**config.mk**
```make
export PLATFORM = sky130hd
export DESIGN_NAME = downlink_command_parser_unit
export DESIGN_NICKNAME = d
export VERILOG_FILES = /design/src/hw/rtl/dcp_pkg.sv /design/src/hw/rtl/dcp_char_step.sv /design/src/hw/rtl/dcp_result_buf.sv /design/src/hw/rtl/downlink_command_parser_unit.sv
export SDC_FILE = /design/constraint.sdc
export NUM_CORES = 1
export LEC_CHECK = 0
export BUFFER_PORTS_ARGS = -buffer_cell sky130_fd_sc_hd__buf_4
export CORE_AREA = 2 2 143 145
export DETAILED_ROUTE_END_ITERATION = 16
export DIE_AREA = 0 0 145 147
export HOLD_SLACK_MARGIN = 0.06
export PLACE_DENSITY = 0.83
export SLEW_MARGIN = 20
export SYNTH_ARGS = -nofsm -noshare
export SYNTH_HDL_FRONTEND = slang
export SYNTH_SLANG_ARGS = --single-unit
```
**constraint.sdc**
```tcl
create_clock -name clk_i -period 8.3 [get_ports clk_i]
set_input_delay 1.245 -clock clk_i [delete_from_list [all_inputs] [get_ports clk_i]]
set_output_delay 1.245 -clock clk_i [all_outputs]
set_load 0.02 [all_outputs]
```
**src/hw/rtl/dcp_pkg.sv**
```systemverilog
// ----------------------------------------------------------------------------
// dcp_pkg
// Shared types, constants and the prefix table of the downlink command parser.
// ----------------------------------------------------------------------------
package dcp_pkg;

  localparam int unsigned PrefixLen = 12;
  localparam int unsigned PosW      = 4;
  localparam int unsigned AccW      = 19;
  localparam logic [AccW-1:0] AccMax = {AccW{1'b1}};

  localparam logic [15:0] IntervalLimitRst = 16'd1440;
  localparam logic [17:0] SleepLimitRst    = 18'd259200;
  localparam logic [15:0] SleepIntervalRst = 16'd600;

  localparam int unsigned CfgDataW  = 18;
  localparam int unsigned CfgIndexW = 2;

  typedef enum logic [CfgIndexW-1:0] {
    CFG_INTERVAL_LIMIT = 2'd0,
    CFG_SLEEP_LIMIT    = 2'd1,
    CFG_SLEEP_INTERVAL = 2'd2
  } dcp_cfg_idx_e;

  typedef enum logic [1:0] {
    KIND_NONE     = 2'd0,
    KIND_INTERVAL = 2'd1,
    KIND_SLEEP    = 2'd2
  } dcp_kind_e;

  // One-hot parse phase
  typedef enum logic [5:0] {
    PH_PREFIX = 6'b000001,
    PH_SPACE  = 6'b000010,
    PH_SIGN   = 6'b000100,
    PH_DIGITS = 6'b001000,
    PH_DONE   = 6'b010000,
    PH_REJECT = 6'b100000
  } dcp_phase_e;

  typedef struct packed {
    logic [7:0] data_byte;
    logic       last_byte;
  } dcp_in_t;

  typedef struct packed {
    logic        accepted;
    logic [1:0]  command_kind;
    logic [21:0] new_interval_seconds;
    logic [17:0] new_sleep_seconds;
  } dcp_out_t;

  typedef struct packed {
    logic [15:0] interval_limit_minutes;
    logic [17:0] sleep_limit_seconds;
    logic [15:0] sleep_command_interval;
  } dcp_cfg_t;

  // Common part of both prefixes "+DATA:PK00?,"; position 10 differs.
  function automatic logic [7:0] prefix_char(input logic [PosW-1:0] pos, input logic second);
    logic [7:0] ch;
    unique case (pos)
      4'd0:    ch = 8'h2B; // '+'
      4'd1:    ch = 8'h44; // 'D'
      4'd2:    ch = 8'h41; // 'A'
      4'd3:    ch = 8'h54; // 'T'
      4'd4:    ch = 8'h41; // 'A'
      4'd5:    ch = 8'h3A; // ':'
      4'd6:    ch = 8'h50; // 'P'
      4'd7:    ch = 8'h4B; // 'K'
      4'd8:    ch = 8'h30; // '0'
      4'd9:    ch = 8'h30; // '0'
      4'd10:   ch = second ? 8'h37 : 8'h36;
      4'd11:   ch = 8'h2C; // ','
      default: ch = 8'h00;
    endcase
    return ch;
  endfunction

endpackage

```
**src/hw/rtl/dcp_char_step.sv**
```systemverilog
// ----------------------------------------------------------------------------
// dcp_char_step
// Per-character parser state and the verdict computed on the final byte.
// ----------------------------------------------------------------------------
module dcp_char_step (
  input  logic              clk_i,
  input  logic              rst_ni,
  input  logic              step_i,
  input  dcp_pkg::dcp_in_t  item_i,
  input  dcp_pkg::dcp_cfg_t cfg_i,
  output dcp_pkg::dcp_out_t verdict_o
);
  import dcp_pkg::*;

  logic [PosW-1:0] pos_q, pos_d;
  logic [1:0]      match_q, match_d;
  dcp_phase_e      phase_q, phase_d;
  logic            neg_q, neg_d;
  logic            seen_q, seen_d;
  logic [AccW-1:0] acc_q, acc_d;
  logic            ended_q, ended_d;

  logic [7:0]      ch;
  logic            is_digit;
  logic            is_space;
  logic            is_sign;
  logic [AccW+3:0] acc_x10;
  logic [AccW-1:0] acc_next;
  logic            ok;
  logic [21:0]     ivl_x60;

  assign ch       = item_i.data_byte;
  assign is_digit = (ch >= 8'h30) && (ch <= 8'h39);
  assign is_space = (ch == 8'h20) || ((ch >= 8'h09) && (ch <= 8'h0D));
  assign is_sign  = (ch == 8'h2B) || (ch == 8'h2D);
  assign acc_x10  = {1'b0, acc_q, 3'b000} + {3'b000, acc_q, 1'b0} + {19'd0, ch[3:0]};
  assign acc_next = (acc_x10 > {4'd0, AccMax}) ? AccMax : acc_x10[AccW-1:0];

  // Next parser state from the current character
  always_comb begin
    pos_d   = pos_q;
    match_d = match_q;
    phase_d = phase_q;
    neg_d   = neg_q;
    seen_d  = seen_q;
    acc_d   = acc_q;
    ended_d = ended_q;
    if (!ended_q) begin
      if (ch == 8'h00) begin
        ended_d = 1'b1;
      end else begin
        unique case (phase_q)
          PH_PREFIX: begin
            if (ch != prefix_char(pos_q, 1'b0)) match_d[0] = 1'b0;
            if (ch != prefix_char(pos_q, 1'b1)) match_d[1] = 1'b0;
            pos_d = pos_q + 1'b1;
            if (pos_d >= PosW'(PrefixLen)) begin
              phase_d = (match_d != 2'b00) ? PH_SPACE : PH_REJECT;
            end
          end
          PH_SPACE, PH_SIGN, PH_DIGITS: begin
            if (phase_q == PH_SPACE && is_space) begin
              phase_d = PH_SPACE;
            end else if (phase_q == PH_SPACE && is_sign) begin
              neg_d   = (ch == 8'h2D);
              phase_d = PH_SIGN;
            end else if (is_digit) begin
              acc_d   = acc_next;
              seen_d  = 1'b1;
              phase_d = PH_DIGITS;
            end else begin
              phase_d = (phase_q == PH_DIGITS) ? PH_DONE : PH_REJECT;
            end
          end
          default: ;
        endcase
      end
    end
  end

  // Verdict from the state after this character
  assign ok = ((phase_d == PH_DIGITS) || (phase_d == PH_DONE)) && seen_d &&
              !(neg_d && (acc_d != '0));
  assign ivl_x60 = {acc_d[15:0], 6'd0} - {4'd0, acc_d[15:0], 2'd0};

  always_comb begin
    verdict_o = '0;
    if (ok) begin
      if (match_d[0]) begin
        if (acc_d <= {3'd0, cfg_i.interval_limit_minutes}) begin
          verdict_o.accepted             = 1'b1;
          verdict_o.command_kind         = KIND_INTERVAL;
          verdict_o.new_interval_seconds = ivl_x60;
        end
      end else if (match_d[1]) begin
        if (acc_d <= {1'b0, cfg_i.sleep_limit_seconds}) begin
          verdict_o.accepted             = 1'b1;
          verdict_o.command_kind         = KIND_SLEEP;
          verdict_o.new_interval_seconds = {6'd0, cfg_i.sleep_command_interval};
          verdict_o.new_sleep_seconds    = acc_d[17:0];
        end
      end
    end
  end

  always_ff @(posedge clk_i or negedge rst_ni) begin
    if (!rst_ni) begin
      pos_q   <= '0;
      match_q <= 2'b11;
      phase_q <= PH_PREFIX;
      neg_q   <= 1'b0;
      seen_q  <= 1'b0;
      acc_q   <= '0;
      ended_q <= 1'b0;
    end else if (step_i) begin
      if (item_i.last_byte) begin
        pos_q   <= '0;
        match_q <= 2'b11;
        phase_q <= PH_PREFIX;
        neg_q   <= 1'b0;
        seen_q  <= 1'b0;
        acc_q   <= '0;
        ended_q <= 1'b0;
      end else begin
        pos_q   <= pos_d;
        match_q <= match_d;
        phase_q <= phase_d;
        neg_q   <= neg_d;
        seen_q  <= seen_d;
        acc_q   <= acc_d;
        ended_q <= ended_d;
      end
    end
  end

endmodule

```
**src/hw/rtl/dcp_result_buf.sv**
```systemverilog
// ----------------------------------------------------------------------------
// dcp_result_buf
// Result register with one skid entry behind it.
// ----------------------------------------------------------------------------
module dcp_result_buf (
  input  logic              clk_i,
  input  logic              rst_ni,
  input  logic              push_i,
  input  dcp_pkg::dcp_out_t push_data_i,
  output logic              full_o,
  output logic              out_valid_o,
  input  logic              out_stall_i,
  output dcp_pkg::dcp_out_t out_data_o
);
  import dcp_pkg::*;

  logic     out_valid_q;
  logic     skid_valid_q;
  dcp_out_t out_q;
  dcp_out_t skid_q;
  logic     out_fire;

  assign out_fire    = out_valid_q && !out_stall_i;
  assign full_o      = skid_valid_q;
  assign out_valid_o = out_valid_q;
  assign out_data_o  = out_q;

  always_ff @(posedge clk_i or negedge rst_ni) begin
    if (!rst_ni) begin
      out_valid_q  <= 1'b0;
      skid_valid_q <= 1'b0;
    end else if (skid_valid_q) begin
      // drain skid into the output register
      if (out_fire) begin
        skid_valid_q <= 1'b0;
      end
    end else if (out_valid_q && !out_fire) begin
      skid_valid_q <= push_i;
    end else begin
      out_valid_q <= push_i;
    end
  end

  always_ff @(posedge clk_i) begin
    if (skid_valid_q) begin
      if (out_fire) out_q <= skid_q;
    end else if (out_valid_q && !out_fire) begin
      if (push_i) skid_q <= push_data_i;
    end else if (push_i) begin
      out_q <= push_data_i;
    end
  end

endmodule

```
**src/hw/rtl/downlink_command_parser_unit.sv**
```systemverilog
// ----------------------------------------------------------------------------
// downlink_command_parser_unit
// Byte-wide parser for "+DATA:PK006,<min>" and "+DATA:PK007,<sec>" commands.
// ----------------------------------------------------------------------------
// Usage:
//   Input channel: one character per transfer (data_byte, last_byte) under
//   in_valid_i / in_stall_o. A zero byte ends the text; later bytes up to
//   the one marked last_byte are ignored.
//   Output channel: exactly one verdict per message, produced for the byte
//   marked last_byte, under out_valid_o / out_stall_i.
//   Configuration: cfg_we_i writes cfg_data_i into register cfg_index_i
//   (0 interval limit, 1 sleep limit, 2 sleep-command interval); write only
//   while no message is in flight.
// Timing:
//   One byte per cycle sustained while in_stall_o is low. A message's last
//   byte is transferred into the input register; when the result side has
//   room, the parser state updates and the verdict loads into the result
//   register, which drives out_valid_o.
// Reset:
//   Parser state returns to the start of a message, registers take their
//   defaults (1440 min, 259200 s, 600 s) and both channels go empty.
// Stall:
//   A stalled verdict holds in the result register; one more verdict fits
//   in a skid entry, after which in_stall_o rises until the receiver drains.
// ----------------------------------------------------------------------------
module downlink_command_parser_unit (
  input  logic                                clk_i,
  input  logic                                rst_ni,
  input  logic                                in_valid_i,
  output logic                                in_stall_o,
  input  dcp_pkg::dcp_in_t                    in_data_i,
  output logic                                out_valid_o,
  input  logic                                out_stall_i,
  output dcp_pkg::dcp_out_t                   out_data_o,
  input  logic                                cfg_we_i,
  input  logic [dcp_pkg::CfgIndexW-1:0]       cfg_index_i,
  input  logic [dcp_pkg::CfgDataW-1:0]        cfg_data_i
);
  import dcp_pkg::*;

  dcp_cfg_t cfg_q;
  logic     s1_valid_q;
  dcp_in_t  s1_data_q;
  logic     in_fire;
  logic     step;
  logic     buf_full;
  dcp_out_t verdict;

  // Configuration registers
  always_ff @(posedge clk_i or negedge rst_ni) begin
    if (!rst_ni) begin
      cfg_q.interval_limit_minutes <= IntervalLimitRst;
      cfg_q.sleep_limit_seconds    <= SleepLimitRst;
      cfg_q.sleep_command_interval <= SleepIntervalRst;
    end else if (cfg_we_i) begin
      unique case (cfg_index_i)
        CFG_INTERVAL_LIMIT: cfg_q.interval_limit_minutes <= cfg_data_i[15:0];
        CFG_SLEEP_LIMIT:    cfg_q.sleep_limit_seconds    <= cfg_data_i;
        CFG_SLEEP_INTERVAL: cfg_q.sleep_command_interval <= cfg_data_i[15:0];
        default: ;
      endcase
    end
  end

  // Input register: advance whenever the result side has room
  assign step       = s1_valid_q && !buf_full;
  assign in_stall_o = s1_valid_q && buf_full;
  assign in_fire    = in_valid_i && !in_stall_o;

  always_ff @(posedge clk_i or negedge rst_ni) begin
    if (!rst_ni) begin
      s1_valid_q <= 1'b0;
    end else begin
      s1_valid_q <= in_fire || (s1_valid_q && !step);
    end
  end

  always_ff @(posedge clk_i) begin
    if (in_fire) s1_data_q <= in_data_i;
  end

  dcp_char_step u_step (
    .clk_i     (clk_i),
    .rst_ni    (rst_ni),
    .step_i    (step),
    .item_i    (s1_data_q),
    .cfg_i     (cfg_q),
    .verdict_o (verdict)
  );

  // Only the final byte of a message produces a verdict
  dcp_result_buf u_buf (
    .clk_i       (clk_i),
    .rst_ni      (rst_ni),
    .push_i      (step && s1_data_q.last_byte),
    .push_data_i (verdict),
    .full_o      (buf_full),
    .out_valid_o (out_valid_o),
    .out_stall_i (out_stall_i),
    .out_data_o  (out_data_o)
  );

endmodule
```
# After elaboration in Yosys (flattened, before gate mapping)
# Memories as Yosys holds them, arrays and structs flattened.
# Index checks and enable logic that the tools add are counted.
dict set report op_classes {
  addsub 4
  n_mul 0
  div_mod_pow 0
  magnitude_cmp 8
  n_eq_ne 17
  shift 0
  n_mux 69
  n_bitwise 2
  n_reduce_logical 38
}
# operator n
set op_table {}
lappend op_table {{2-to-1 mux 43 bit} 7}
lappend op_table {{2-to-1 mux 19 bit} 8}
lappend op_table {{2-to-1 mux 6 bit} 9}
lappend op_table {{2-to-1 mux 25 bit} 2}
lappend op_table {{2-to-1 mux 8 bit} 6}
lappend op_table {{2-to-1 mux 1 bit} 27}
lappend op_table {{== test 8 x 6 -> 1 bit, second input constant} 3}
lappend op_table {{adder 22 x 20 -> 23 bit} 1}
lappend op_table {{adder 23 x 4 -> 23 bit} 1}
lappend op_table {{> comparator 23 x 19 -> 1 bit, second input constant} 1}
lappend op_table {{subtractor 22 x 18 -> 22 bit} 1}
lappend op_table {{less-or-equal comparator 19 x 16 -> 1 bit} 1}
lappend op_table {{less-or-equal comparator 19 x 18 -> 1 bit} 1}
lappend op_table {{nonzero test 19 bit} 1}
lappend op_table {{2-to-1 mux 18 bit} 1}
lappend op_table {{2-to-1 mux 4 bit} 4}
lappend op_table {{!= test 8 bit} 2}
lappend op_table {{logical AND 1 bit} 14}
lappend op_table {{== test 6 x 4 -> 1 bit, second input constant} 2}
lappend op_table {{one-hot mux 6 bit (2 select lines)} 1}
lappend op_table {{greater-or-equal comparator 8 x 4 -> 1 bit, second input constant} 1}
lappend op_table {{greater-or-equal comparator 8 x 6 -> 1 bit, second input constant} 1}
lappend op_table {{less-or-equal comparator 8 x 4 -> 1 bit, second input constant} 1}
lappend op_table {{less-or-equal comparator 8 x 6 -> 1 bit, second input constant} 1}
lappend op_table {{21 further kinds} 41}
dict set report totals {
  reg_bits 182
  latchBits 0
  ramBits 0
  rom_bits 224
  inputBits 34
  output_inout_bits 45
  memories 2
}
# name depth width read_ports rd_ports_with_merged_regs wr line_no
set memory_table {}
lappend memory_table {{(name not given)} 16 7 1 0 0 dcp_pkg.sv:62} ;# unique case (pos)
lappend memory_table {{(name not given)} 16 7 1 0 0 dcp_pkg.sv:62}

# Logic depth before layout (Yosys ltp)
# Gate-level depths: netlist of run 1.
dict set report depth {
  ltp_word 23
  ltp_mapped 28
}

# Cells and area by module
# Synthesis of run 1 repeated with hierarchy kept, for this count alone.
dict set report unflattened {
  cells_unflattened 1024
  area_unflattened_um2 11387.2
}
# module instances cells_per_inst area_per_inst_um2
set by_module_without_submodules {}
lappend by_module_without_submodules {dcp_char_step 1 757 5830.6}
lappend by_module_without_submodules {dcp_result_buf 1 146 3315.7}
lappend by_module_without_submodules {downlink_command_parser_unit 1 121 2240.9}

# Worst setup path before layout of run 1
# No wires, ideal clock.
dict set report synth_timing {
  path_type {flip-flop to flip-flop}
  from {reg s1_data_q[4] (netlist name)}
  to {reg u_buf.skid_q[12] (netlist name) (data pin)}
  setup_time_ps 141
  arrival_ps 6223
  path_slack_ps 1936
  stages_incl_launch_ff 28
  n_path_buf 3
  cell_sequence {edfxtp_1 clkbuf_1 inv_1 fa_1 inv_1 fa_1 a21o_1 a221oi_1 o2bb2ai_1 or3_1 a22oi_4 nand3_2 o22ai_1 inv_1 ha_1 a21o_1 a21o_1 a21o_1 a21oi_1 o221ai_1 a221o_1 a21o_1 a21o_1 a211oi_1 nand2_1 buf_2 buf_1 nor2_1}
}
# item line_no
set synth_lines {}
lappend synth_lines {{start, declared} downlink_command_parser_unit.sv:43} ;# dcp_in_t s1_data_q;
lappend synth_lines {{start signal, assigned} downlink_command_parser_unit.sv:79} ;# if (in_fire) s1_data_q <= in_data_i;
lappend synth_lines {{end signal, assigned} dcp_result_buf.sv:48} ;# if (push_i) skid_q <= push_data_i;
lappend synth_lines {{end, declared} dcp_result_buf.sv:20} ;# dcp_out_t skid_q;

# Final worst setup path of run 1
dict set report layout_timing {
  from {reg s1_data_q[4] (netlist name)}
  to {reg u_buf.out_q (netlist bit u_buf.out_data_o[15]) (data pin)}
}
dict set report layout_between {
  elab_chain_len 19
  word_cells_on_any_way 72
  cone_classes {add/sub (1); order compare (6); eq/ne (7); mux (44); reduce/logical (14)}
}
# item line_no
set layout_lines {}
lappend layout_lines {{parallel branches: the longest is 15 deep, another holds adder 23 x 4 -> 23 bit} -}
lappend layout_lines {{2-to-1 mux 43 bit *} dcp_char_step.sv:88} ;# if (ok) begin
lappend layout_lines {{2-to-1 mux 43 bit *} dcp_result_buf.sv:49} ;# end else if (push_i) begin
lappend layout_lines {{2-to-1 mux 43 bit *} dcp_result_buf.sv:47} ;# end else if (out_valid_q && !out_fire) begin
lappend layout_lines {{2-to-1 mux 43 bit *} dcp_result_buf.sv:45} ;# if (skid_valid_q) begin
lappend layout_lines {{end signal, assigned} dcp_result_buf.sv:46} ;# if (out_fire) out_q <= skid_q;
lappend layout_lines {{end signal, assigned} dcp_result_buf.sv:50} ;# out_q <= push_data_i;
lappend layout_lines {{end, declared} dcp_result_buf.sv:19} ;# dcp_out_t out_q;
# Every way passes the cells marked *. The select of a mux whose other input is x is not followed.
# A chain may end at the register's enable or synchronous reset.

==> impl_metrics.env, run 1 <==
export IMPL_nets=1382
export IMPL_drive_above_1_share_pct=16.73
export IMPL_p_comb_share_pct=27.7
export IMPL_pre_cts_ws_ns=0.6763
export IMPL_max_cap_violations=0
export IMPL_path_common_cell="a21o_1"
export IMPL_cts_num_sinks=182
export IMPL_ff2ff_path_depth=25
export IMPL_worstSetupEndpointType="flip-flop"
export IMPL_overflow=0
export IMPL_num_rows=52
export IMPL_synth_compound_area_share_pct=19.31
export IMPL_fillers=1491
export IMPL_netlist_top_cells_count="nand2_1 (119), edfxtp_1 (95), inv_1 (94)"
export IMPL_fin_crit_ns=7.424
export IMPL_worstHoldEndpoint="cfg_q[19]$_DFFE_PN0P_"
export IMPL_layout_setup_ws_ns=0.8762
export IMPL_setup_violations=0
export IMPL_hold_class="reg2reg"
export IMPL_grt_total_usage_pct=28.49
export IMPL_start_kind="flip-flop"
export IMPL_detail_route_antenna_nets=0
export IMPL_crit_buf_inv=4
export IMPL_yosysTopAreaCellShare_pct=24.41
export IMPL_post_cts_buffers=0
export IMPL_numCtsBuffers=17
export IMPL_yosysWarnings=0
export IMPL_r2r_end="u_buf.out_data_o[15]$_DFFE_PP_"
export IMPL_clk_latency_ns=0.44
export IMPL_slew_viol_final=0
export IMPL_synth_top_area_cell="edfxtp_1"
export IMPL_dp_final_hpwl_um=21980
export IMPL_clockRootBuffer="clkbuf_16"
export IMPL_relSlewSlack_pct=29.85
export IMPL_synthXorXnorAreaFrac_pct=3.137
export IMPL_synth_most_common_cell="nand2_1"
export IMPL_p_switching_uw=954.6
export IMPL_synth_edf_count=95
export IMPL_synth_seq_cells=182
export IMPL_synth_mux_area_share_pct=3.918
export IMPL_n_antenna_cell=0
export IMPL_max_stage_delay_ns=0.55
export IMPL_htreeDepth=4
export IMPL_path_delay_family="compound AO/OA/AOI/OAI gates"
export IMPL_synth_simple_gate_area_share_pct=14.94
export IMPL_wl_um=30070
export IMPL_required_ns=8.53
export IMPL_drt_iter0_markers=1084
export IMPL_die_h_um=147
export IMPL_areaGrowthSynthToFinish_pct=12.32
export IMPL_routedWlPerCell_um=19.56
export IMPL_irDropWorstVdd_mv=0.2132
export IMPL_start_util_pct=58.90
export IMPL_grt_pass1_wl_um=48400
export IMPL_cp_arrival_ns=7.66
export IMPL_clkPwrFrac_pct=28.9
export IMPL_fin_util_pct=66.15
export IMPL_drt_drc_violations_left=0
export IMPL_grt_start_max_net_pins=71
export IMPL_hold_ws_ns=0.5106
export IMPL_syn_avg_cell_area_um2=9.748
export IMPL_synth_fa_ha_area_share_pct=10.19
export IMPL_r2r_start="s1_data_q[4]$_DFFE_PP_"
export IMPL_cts_tree="done"
export IMPL_async_reset_ff_share_pct=47.80
export IMPL_power_density_nw_per_um2=223.7
export IMPL_power_internal_uw=1983
export IMPL_rrSetupSlack_ns=0.88
export IMPL_die_x_um=145
export IMPL_drtPass1Iterations=6
export IMPL_fmax_mhz=134.7
export IMPL_power_frac_seq_pct=43.4
export IMPL_slowest_stage="fa_1"
export IMPL_tns_ns=0
export IMPL_synth_fp_nets=1327
export IMPL_fin_crit_sh_pct=89.44
export IMPL_synth_top_family_by_area="compound AO/OA/AOI/OAI gates"
export IMPL_p_leak_uw=0.005746
export IMPL_io_pins=79
export IMPL_syn_instance_count=1199
export IMPL_rsz0062_at_grt="false"
export IMPL_grt_pass1_vias=9262
export IMPL_critPathMaxFanout=58
export IMPL_status="completed"
export IMPL_place_congestion=0.9477
export IMPL_power_uw=2937
export IMPL_via_per_inst=6.344
export IMPL_skew_ns=0.01966
export IMPL_tightest_slew_ns=1.049
export IMPL_hold_buffers=0
export IMPL_ys_types=87
export IMPL_ys_seq_area_share_pct=43.24
export IMPL_die_area_um2=21320
export IMPL_clk_pin_slew_ns=0.07
export IMPL_path_class="reg2reg"
export IMPL_ctsResizeCount=0
export IMPL_antenna_found_initial=0
export IMPL_core_um2=19840
export IMPL_syn_area_um2=11690
export IMPL_swShare_pct=32.50
export IMPL_synthTopCellsByArea="edfxtp_1 (24%), dfrtp_1 (15%), ha_1 (9.8%)"
export IMPL_num_vias=9750
export IMPL_port_buffers=78
export IMPL_synth_ff_type="edfxtp_1"
export IMPL_hold_viol_final=0
export IMPL_clockBufferDepth=2
export IMPL_holdPathStages=1
export IMPL_hold_start="cfg_q[19]$_DFFE_PN0P_"
## layout make-up
class | count | area, µm² | share of cell area (%)
multi-input cells | 863 | 6050 | 46.08
flip-flops and latches | 182 | 5055 | 38.51
repair buffers | 95 | 713.2 | 5.433
clock inverters | 7 | 118.9 | 0.9055
well taps | 270 | 337.8 | 2.573
inverters | 95 | 356.6 | 2.716
clock buffers | 25 | 496.7 | 3.784
## metal layers
metal  global-route usage, %  part of all wire [%]  wire length (µm)
met5                       0                     0                 0
met1                   39.01                    42             12670
met4                   8.614                   2.4               708
met3                   5.807                   8.4              2524
met2                   46.26                    47             14170
## cells in the final DEF, fill, tap and decap left out, types with 9 or more instances in the layout
cell type and instances:
o31ai_1 28, nor3_1 17, o211ai_1 11, nor2b_1 9, nand4_1 25, clkbuf_16 18, nor2_1 75, nand2_1 118
dfstp_2 19, nand3_1 33, inv_1 94, a21oi_1 55, mux2_2 38, buf_4 95, a21o_1 26, ha_1 92
or3_1 13, o22ai_1 21, o21ai_0 81, dfrtp_1 67, xnor2_1 26, xor2_1 14, a2bb2oi_1 9, a31oi_1 15
edfxtp_1 95, o21a_1 10
## power groups by stage
stage	Combinational (µW)	Sequential [µW]	Clock, µW
final	813	1270	850
after global routing	885	1290	880
after CTS	811	1270	848
after detailed placement	805	1290	0
after global placement	777	1280	0
after floorplan	439	1350	0
## how the worst max path moves through the flow
stage / start / endpoint / depth (start not counted)
final: s1_data_q[4]$_DFFE_PP_ / u_buf.out_data_o[15]$_DFFE_PP_ / 25
after global routing: s1_data_q[4]$_DFFE_PP_ / u_buf.out_data_o[14]$_DFFE_PP_ / 25
after CTS: s1_data_q[4]$_DFFE_PP_ / u_buf.out_data_o[15]$_DFFE_PP_ / 25
after detailed placement: s1_data_q[4]$_DFFE_PP_ / u_buf.out_data_o[15]$_DFFE_PP_ / 25
after global placement: s1_data_q[4]$_DFFE_PP_ / u_buf.out_data_o[3]$_DFFE_PP_ / 25
after floorplan: s1_data_q[4]$_DFFE_PP_ / u_buf.skid_q[12]$_DFFE_PP_ / 27
## per-stage QoR
step | area, µm² | cells
after floorplan | 11690 | 1199
after global placement | 12510 | 1505
after detailed placement | 12510 | 1505
after CTS | 13120 | 1537
after global routing | 13130 | 1537
final | 13130 | 1537
## logic make-up after synthesis
logic type	Yosys count
buffers and inverters	154
flip-flops	182
multiplexers	41
AND/OR/NAND/NOR	352
AO/OA/AOI/OAI	335
XOR/XNOR	41
adder cells (fa/ha/maj)	94
## registers in the layout (all words and copies together) (netlist names)
register	count
cfg_q	50
s1_data_q	9
s1_valid_q	1
u_buf.full_o	1
u_buf.out_data_o	43
u_buf.out_valid_o	1
u_buf.skid_q	43
u_step.acc_q	19
u_step.ended_q	1
u_step.match_q	2
u_step.neg_q	1
u_step.phase_q	6
u_step.pos_q	4
u_step.seen_q	1
## worst reg2reg max path, cell delays in order, from the launching register on
cell       delay, ns
edfxtp_1        0.47
inv_1           0.12
fa_1            0.55
inv_1           0.08
fa_1            0.47
a21o_1          0.23
a221oi_1        0.33
o2bb2ai_1       0.12
or3_1           0.36
a22oi_4         0.47
nand3_2         0.31
o22ai_1         0.39
inv_1           0.19
ha_1            0.33
a21o_1          0.20
a21o_1          0.19
a21o_1          0.18
a21oi_1         0.15
o221ai_1        0.14
a221o_1         0.37
a21o_1          0.18
a21o_1          0.18
a211oi_2        0.18
buf_4           0.25
nand2_4         0.37
o31ai_1         0.44
Note: power is estimated with default switching activity, not from simulation.
==> inputs of run 2 (changes only) <==
--- a/config.mk
+++ b/config.mk
@@ -7,9 +7,9 @@
 export LEC_CHECK = 0
 export BUFFER_PORTS_ARGS = -buffer_cell sky130_fd_sc_hd__buf_4
-export CORE_AREA = 2 2 143 145
+export CORE_AREA = 2 2 149 151
 export DETAILED_ROUTE_END_ITERATION = 16
-export DIE_AREA = 0 0 145 147
+export DIE_AREA = 0 0 151 153
 export HOLD_SLACK_MARGIN = 0.06
-export PLACE_DENSITY = 0.83
+export PLACE_DENSITY = 0.78
 export SLEW_MARGIN = 20
 export SYNTH_ARGS = -nofsm -noshare
==> constraint.sdc (replaced) <==
create_clock -name clk_i -period 8.3 [get_ports clk_i]
set_input_delay 0.83 -clock clk_i [delete_from_list [all_inputs] [get_ports clk_i]]
set_output_delay 0.83 -clock clk_i [all_outputs]
set_load 0.02 [all_outputs]
==> run 2 against run 1 <==
Effect of this change: highest routed layer unchanged; critical endpoint is now u_buf.out_data_o[36]$_DFFE_PP_; power decreased by 1.0%; design area decreased by 0.17%; routed wire length rose by 3.4%; sequential share of layout area is 0.066 points higher; combinational power rose by 0.7%.
==> impl_metrics.env, run 2 (synthesis gave the netlist of run 1 again) <==
export IMPL_via_per_inst=6.272
export IMPL_cp_arrival_ns=7.62
export IMPL_required_ns=8.54
export IMPL_fillers=1812
export IMPL_grt_total_usage_pct=27.72
export IMPL_slew_viol_final=0
export IMPL_clk_pin_slew_ns=0.07
export IMPL_design_area_um2=13110
export IMPL_fin_crit_ns=7.384
export IMPL_overflow=0
export IMPL_fin_util_pct=60.99
export IMPL_hold_class="in2async"
export IMPL_r2r_end="u_buf.out_data_o[36]$_DFFE_PP_"
export IMPL_die_area_um2=23100
export IMPL_routedWlPerCell_um=20.10
export IMPL_fin_crit_sh_pct=88.97
export IMPL_hold_buffers=0
export IMPL_start_kind="flip-flop"
export IMPL_critPathMaxFanout=22
export IMPL_status="completed"
export IMPL_slowest_stage="nand2b_1"
export IMPL_final_cell_mix="nand2_1 (118), buf_4 (95), edfxtp_1 (95)"
export IMPL_numCtsBuffers=17
export IMPL_largest_reg_flops=50
export IMPL_areaGrowthSynthToFinish_pct=12.13
export IMPL_core_um2=21490
export IMPL_relSlewSlack_pct=26.04
export IMPL_tightest_slew_ns=1.109
export IMPL_final_common_cell="nand2_1"
export IMPL_ff2ff_path_depth=21
export IMPL_dpl_cell_area_um2=12520
export IMPL_regMostFlops="cfg_q"
export IMPL_antenna_found_initial=0
export IMPL_hold_viol_final=0
export IMPL_dp_final_hpwl_um=22600
export IMPL_n_antenna_cell=0
export IMPL_clk_latency_ns=0.44
export IMPL_max_cap_violations=0
export IMPL_crit_buf_inv=3
export IMPL_die_h_um=153
export IMPL_detail_route_antenna_nets=0
export IMPL_power_density_nw_per_um2=221.8
export IMPL_dp_cells=1515
export IMPL_setup_violations=0
export IMPL_place_congestion=0.9618
export IMPL_grt_pass1_wl_um=50050
export IMPL_drt_iter0_markers=910
export IMPL_drt_drc_violations_left=0
export IMPL_cts_num_sinks=182
export IMPL_hold_ws_ns=0.2377
export IMPL_ctsResizeCount=0
export IMPL_start_util_pct=54.40
export IMPL_fmax_mhz=135.4
export IMPL_nets=1382
export IMPL_die_x_um=151
export IMPL_path_class="reg2reg"
export IMPL_num_vias=9703
export IMPL_fin_cells=1547
export IMPL_drtPass1Iterations=6
export IMPL_max_stage_delay_ns=0.67
export IMPL_crit_chain="inv_1 -> fa_1 -> inv_1 -> fa_1 -> a21o_1 -> a221oi_1 -> o2bb2ai_1 -> or3_1 -> a22oi_4 -> nand3_1 -> o21ai_0 -> inv_1 -> ha_1 -> a21o_1 -> a21o_1 -> a2111oi_0 -> a21oi_1 -> o21ai_0 -> nand3_1 -> nand2b_1 -> o31ai_1"
export IMPL_num_rows=54
export IMPL_io_pins=79
export IMPL_skew_ns=0.01034
export IMPL_clockBufferDepth=2
export IMPL_irDropWorstVdd_mv=0.2156
export IMPL_tns_ns=0
export IMPL_cts_tree="done"
export IMPL_rrSetupSlack_ns=0.92
export IMPL_grt_pass1_vias=9410
export IMPL_worstSetupEndpointType="flip-flop"
export IMPL_rsz0062_at_grt="false"
export IMPL_p_leak_uw=0.005747
export IMPL_htreeDepth=4
export IMPL_post_cts_buffers=0
export IMPL_r2r_start="s1_data_q[4]$_DFFE_PP_"
export IMPL_clockRootBuffer="clkbuf_16"
export IMPL_port_buffers=78
export IMPL_path_delay_family="compound AO/OA/AOI/OAI gates"
export IMPL_grt_start_max_net_pins=73
export IMPL_drive_above_1_share_pct=17.21
export IMPL_wl_um=31090
==> run 2: cell count changes in the layout (fill, tap and decap cells not counted), sizes merged <==
cell      previous run  this run
clkinvlp             1         0
bufinv               3         1
clkinv               3         7
clkbuf              25        19
inv                 95       100
==> run 2: cell type report <==
type	instances	area, µm²	area share, %
multi-input cells	863	6050	46.16
flip-flops and latches	182	5055	38.57
repair buffers	95	713.2	5.442
clock buffers	19	464.2	3.542
inverters	95	356.6	2.721
well taps	280	350.3	2.673
clock inverters	13	116.4	0.8879
==> run 2: power breakdown <==
group	internal, µW	total (µW)	switching (µW)
Combinational	303	819	516
Sequential	1170	1270	103
Clock	443	815	372
Total	1920	2910	991
==> run 2: worst max path at each step <==
stage | startpoint | depth (start not counted) | end
6_report | s1_data_q[4]$_DFFE_PP_ | 21 | u_buf.out_data_o[36]$_DFFE_PP_
4_1_cts | s1_data_q[4]$_DFFE_PP_ | 25 | u_buf.out_data_o[11]$_DFFE_PP_
5_1_grt | s1_data_q[4]$_DFFE_PP_ | 25 | u_buf.out_data_o[11]$_DFFE_PP_
3_5_place_dp | s1_data_q[4]$_DFFE_PP_ | 25 | u_buf.out_data_o[11]$_DFFE_PP_
3_3_place_gp | s1_data_q[4]$_DFFE_PP_ | 25 | u_buf.out_data_o[17]$_DFFE_PP_
2_1_floorplan | s1_data_q[4]$_DFFE_PP_ | 27 | u_buf.skid_q[12]$_DFFE_PP_
==> run 2: worst reg2reg max path, cell delays in order, from the launching register on <==
cell	delay (ns)
edfxtp_1	0.49
inv_1	0.12
fa_1	0.55
inv_1	0.07
fa_1	0.46
a21o_1	0.23
a221oi_1	0.34
o2bb2ai_1	0.12
or3_1	0.36
a22oi_4	0.46
nand3_1	0.21
o21ai_0	0.41
inv_1	0.25
ha_1	0.37
a21o_1	0.16
a21o_1	0.17
a2111oi_0	0.41
a21oi_1	0.12
o21ai_0	0.49
nand3_1	0.21
nand2b_1	0.67
o31ai_1	0.51
==> run 2: per-stage QoR <==
step	total power [µW]	setup WS, ns
6_report	2907	0.9155
5_1_grt	3047	0.4348
4_1_cts	2912	0.6062
3_5_place_dp	2103	0.6499
3_3_place_gp	2072	0.9917
2_1_floorplan	1791	1.936
==> run 2: layer usage <==
metal  GRT usage [%]  vias to the layer above  wire length, µm
met5               0                        -                0
met2           43.25                      457            14340
li1                -                     4533                -
met4           9.969                        0              969
met1           39.07                     4647            13540
met3           4.687                       66             2244
==> inputs of run 3 (changes only) <==
CELL_PAD_IN_SITES_DETAIL_PLACEMENT = 1   (was unset)
CELL_PAD_IN_SITES_GLOBAL_PLACEMENT = 1   (was unset)
CORE_AREA = 2 2 160 162   (was 2 2 149 151)
DIE_AREA = 0 0 162 164   (was 0 0 151 153)
PLACE_DENSITY = 0.84   (was 0.78)
==> run 3 against run 2 <==
Effect of this change: clock-buffer cell count fell by 2; die area rose by 15%; first-iteration DRC count shrank 1.4%; worst setup slack worse by 0.028 ns; worst hold slack gained 0.17 ns; clock power decreased by 1%; critical path depth increased by 4; sequential share of layout area shrank 0.39 points; routed wire length up 20%; sequential power hardly changed; largest power group unchanged; fmax decreased by 0.37%.
==> impl_metrics.env, run 3 (synthesis gave the netlist of run 1 again) <==
export IMPL_cp_arrival_ns=7.66
export IMPL_fin_crit_ns=7.412
export IMPL_irDropWorstVdd_mv=0.2340
export IMPL_num_vias=10080
export IMPL_tns_ns=0
export IMPL_io_pins=79
export IMPL_ctsResizeCount=0
export IMPL_place_congestion=0.9489
export IMPL_areaGrowthSynthToFinish_pct=13.26
export IMPL_drtPass1Iterations=5
export IMPL_drive_above_1_share_pct=17.84
export IMPL_crit_start="s1_data_q[4]$_DFFE_PP_"
export IMPL_detail_route_antenna_nets=0
export IMPL_path_common_cell="a21o_1"
export IMPL_required_ns=8.54
export IMPL_post_cts_buffers=0
export IMPL_grt_pass1_vias=10352
export IMPL_swShare_pct=36.18
export IMPL_die_h_um=164
export IMPL_fmax_mhz=134.9
export IMPL_grt_total_usage_pct=28.32
export IMPL_worstSetupEndpointType="flip-flop"
export IMPL_drt_iter0_markers=897
export IMPL_p_comb_share_pct=28.8
export IMPL_ff2ff_path_depth=25
export IMPL_antenna_found_initial=0
export IMPL_dp_cells=1576
export IMPL_start_kind="flip-flop"
export IMPL_max_cap_violations=0
export IMPL_layout_setup_ws_ns=0.8879
export IMPL_grt_pass1_wl_um=58100
export IMPL_setup_violations=0
export IMPL_skew_ns=0.01604
export IMPL_p_switching_uw=1063
export IMPL_r2r_end="u_buf.out_data_o[5]$_DFFE_PP_"
export IMPL_tightest_slew_ns=1.081
export IMPL_die_area_um2=26570
export IMPL_hold_class="in2async"
export IMPL_numCtsBuffers=17
export IMPL_rrSetupSlack_ns=0.89
export IMPL_via_per_inst=6.265
export IMPL_cts_tree="done"
export IMPL_rsz0062_at_grt="false"
export IMPL_clockRootBuffer="clkbuf_16"
export IMPL_hold_buffers=0
export IMPL_wl_um=37340
export IMPL_p_leak_uw=0.005787
export IMPL_slowest_stage="fa_1"
export IMPL_path_class="reg2reg"
export IMPL_core_um2=24820
export IMPL_power_density_nw_per_um2=221.9
export IMPL_fillers=2792
export IMPL_status="completed"
export IMPL_drt_drc_violations_left=0
export IMPL_max_stage_delay_ns=0.55
export IMPL_power_frac_seq_pct=43.7
export IMPL_clk_pin_slew_ns=0.07
export IMPL_nets=1393
export IMPL_critPathMaxFanout=55
export IMPL_clk_latency_ns=0.45
export IMPL_htreeDepth=4
export IMPL_final_common_cell="nand2_1"
export IMPL_hold_viol_final=0
export IMPL_regMostFlops="cfg_q"
export IMPL_pre_cts_ws_ns=0.7288
export IMPL_fin_cells=1609
export IMPL_power_internal_uw=1875
export IMPL_clockBufferDepth=2
export IMPL_largest_reg_flops=50
export IMPL_path_delay_family="compound AO/OA/AOI/OAI gates"
export IMPL_num_rows=58
export IMPL_routedWlPerCell_um=23.21
export IMPL_crit_buf_inv=4
export IMPL_port_buffers=78
export IMPL_crit_end="u_buf.out_data_o[5]$_DFFE_PP_"
export IMPL_clkPwrFrac_pct=27.4
export IMPL_fin_crit_sh_pct=89.30
export IMPL_slew_viol_final=0
export IMPL_overflow=0
export IMPL_grt_start_max_net_pins=71
export IMPL_relSlewSlack_pct=27.96
export IMPL_start_util_pct=47.09
export IMPL_cts_num_sinks=182
export IMPL_final_cell_mix="nand2_1 (118), buf_4 (106), inv_1 (95), edfxtp_1 (95), ha_1 (92)"
export IMPL_cp_depth=25
export IMPL_r2r_start="s1_data_q[4]$_DFFE_PP_"
export IMPL_die_x_um=162
export IMPL_dp_final_hpwl_um=27300
run 3: changes by cell type in the layout (fill, tap and decap cells not counted), moves of 2 or more:
cell      previous run  this run
buf_4               95       106
inv_8                1         6
clkinv_2             5         1
inv_6                3         1
run 3: worst register-to-register path, delay by kind of cell (launching register included):
family	cells	cell delay (ns)
adders and majority gates	3	1.36
AOI/OAI and AO/OA	15	3.70
and+or+nand+nor	3	0.98
DFF	1	0.51
buffers and inverters	4	0.68
run 3: area by class of cell:
cell class | instances | area [µm²] | area share, %
Sequential cell | 182 | 5055 | 38.19
Multi-Input combinational cell | 863 | 6050 | 45.70
Clock buffer | 17 | 425.4 | 3.214
Inverter | 95 | 356.6 | 2.694
Timing Repair Buffer | 106 | 795.8 | 6.011
Clock inverter | 15 | 140.1 | 1.059
Tap cell | 330 | 412.9 | 3.119
Antenna cell | 1 | 2.502 | 0.01890
run 3: worst min path at each step:
stage	to	startpoint	depth (start not counted)	slack (ns)
3_3_place_gp	u_step.seen_q$_DFFE_PN0P_	u_step.seen_q$_DFFE_PN0P_	2	0.48
3_5_place_dp	u_step.neg_q$_DFFE_PN0P_	u_step.neg_q$_DFFE_PN0P_	1	0.49
2_1_floorplan	u_step.seen_q$_DFFE_PN0P_	u_step.seen_q$_DFFE_PN0P_	2	0.46
5_1_grt	cfg_q[36]$_DFFE_PN0P_	rst_ni	1	0.46
6_report	cfg_q[1]$_DFFE_PN0P_	rst_ni	1	0.41
4_1_cts	cfg_q[18]$_DFFE_PN0P_	rst_ni	1	0.44
run 3: layer usage:
metal	vias up	routed length, µm	share of wire, %	GRT usage, %
met3	87	2417	6.5	5.707
li1	4541	-	-	-
met4	0	1175	3.1	10.86
met5	-	0	0	0
met1	5079	16180	43	37.43
met2	373	17560	47	46.05
run 3: power by group through the flow:
stage	clock, µW	combinational, µW	sequential, µW
after floorplan	0	439	1350
after global placement	0	806	1290
after detailed placement	0	839	1300
after CTS	811	847	1290
after global routing	844	927	1300
final	806	847	1290
run 3: through the flow:
| step | total power (µW) | area (µm²) | hold WS (ns) | utilization [%] |
|---|---|---|---|---|
| 2_1_floorplan | 1791 | 11690 | 0.4574 | - |
| 3_3_place_gp | 2097 | 12660 | 0.4768 | 51.03 |
| 3_5_place_dp | 2141 | 12660 | 0.4940 | 51.03 |
| 4_1_cts | 2944 | 13230 | 0.4391 | 53.31 |
| 5_1_grt | 3071 | 13240 | 0.4579 | 53.33 |
| 6_report | 2938 | 13240 | 0.4084 | 53.34 |
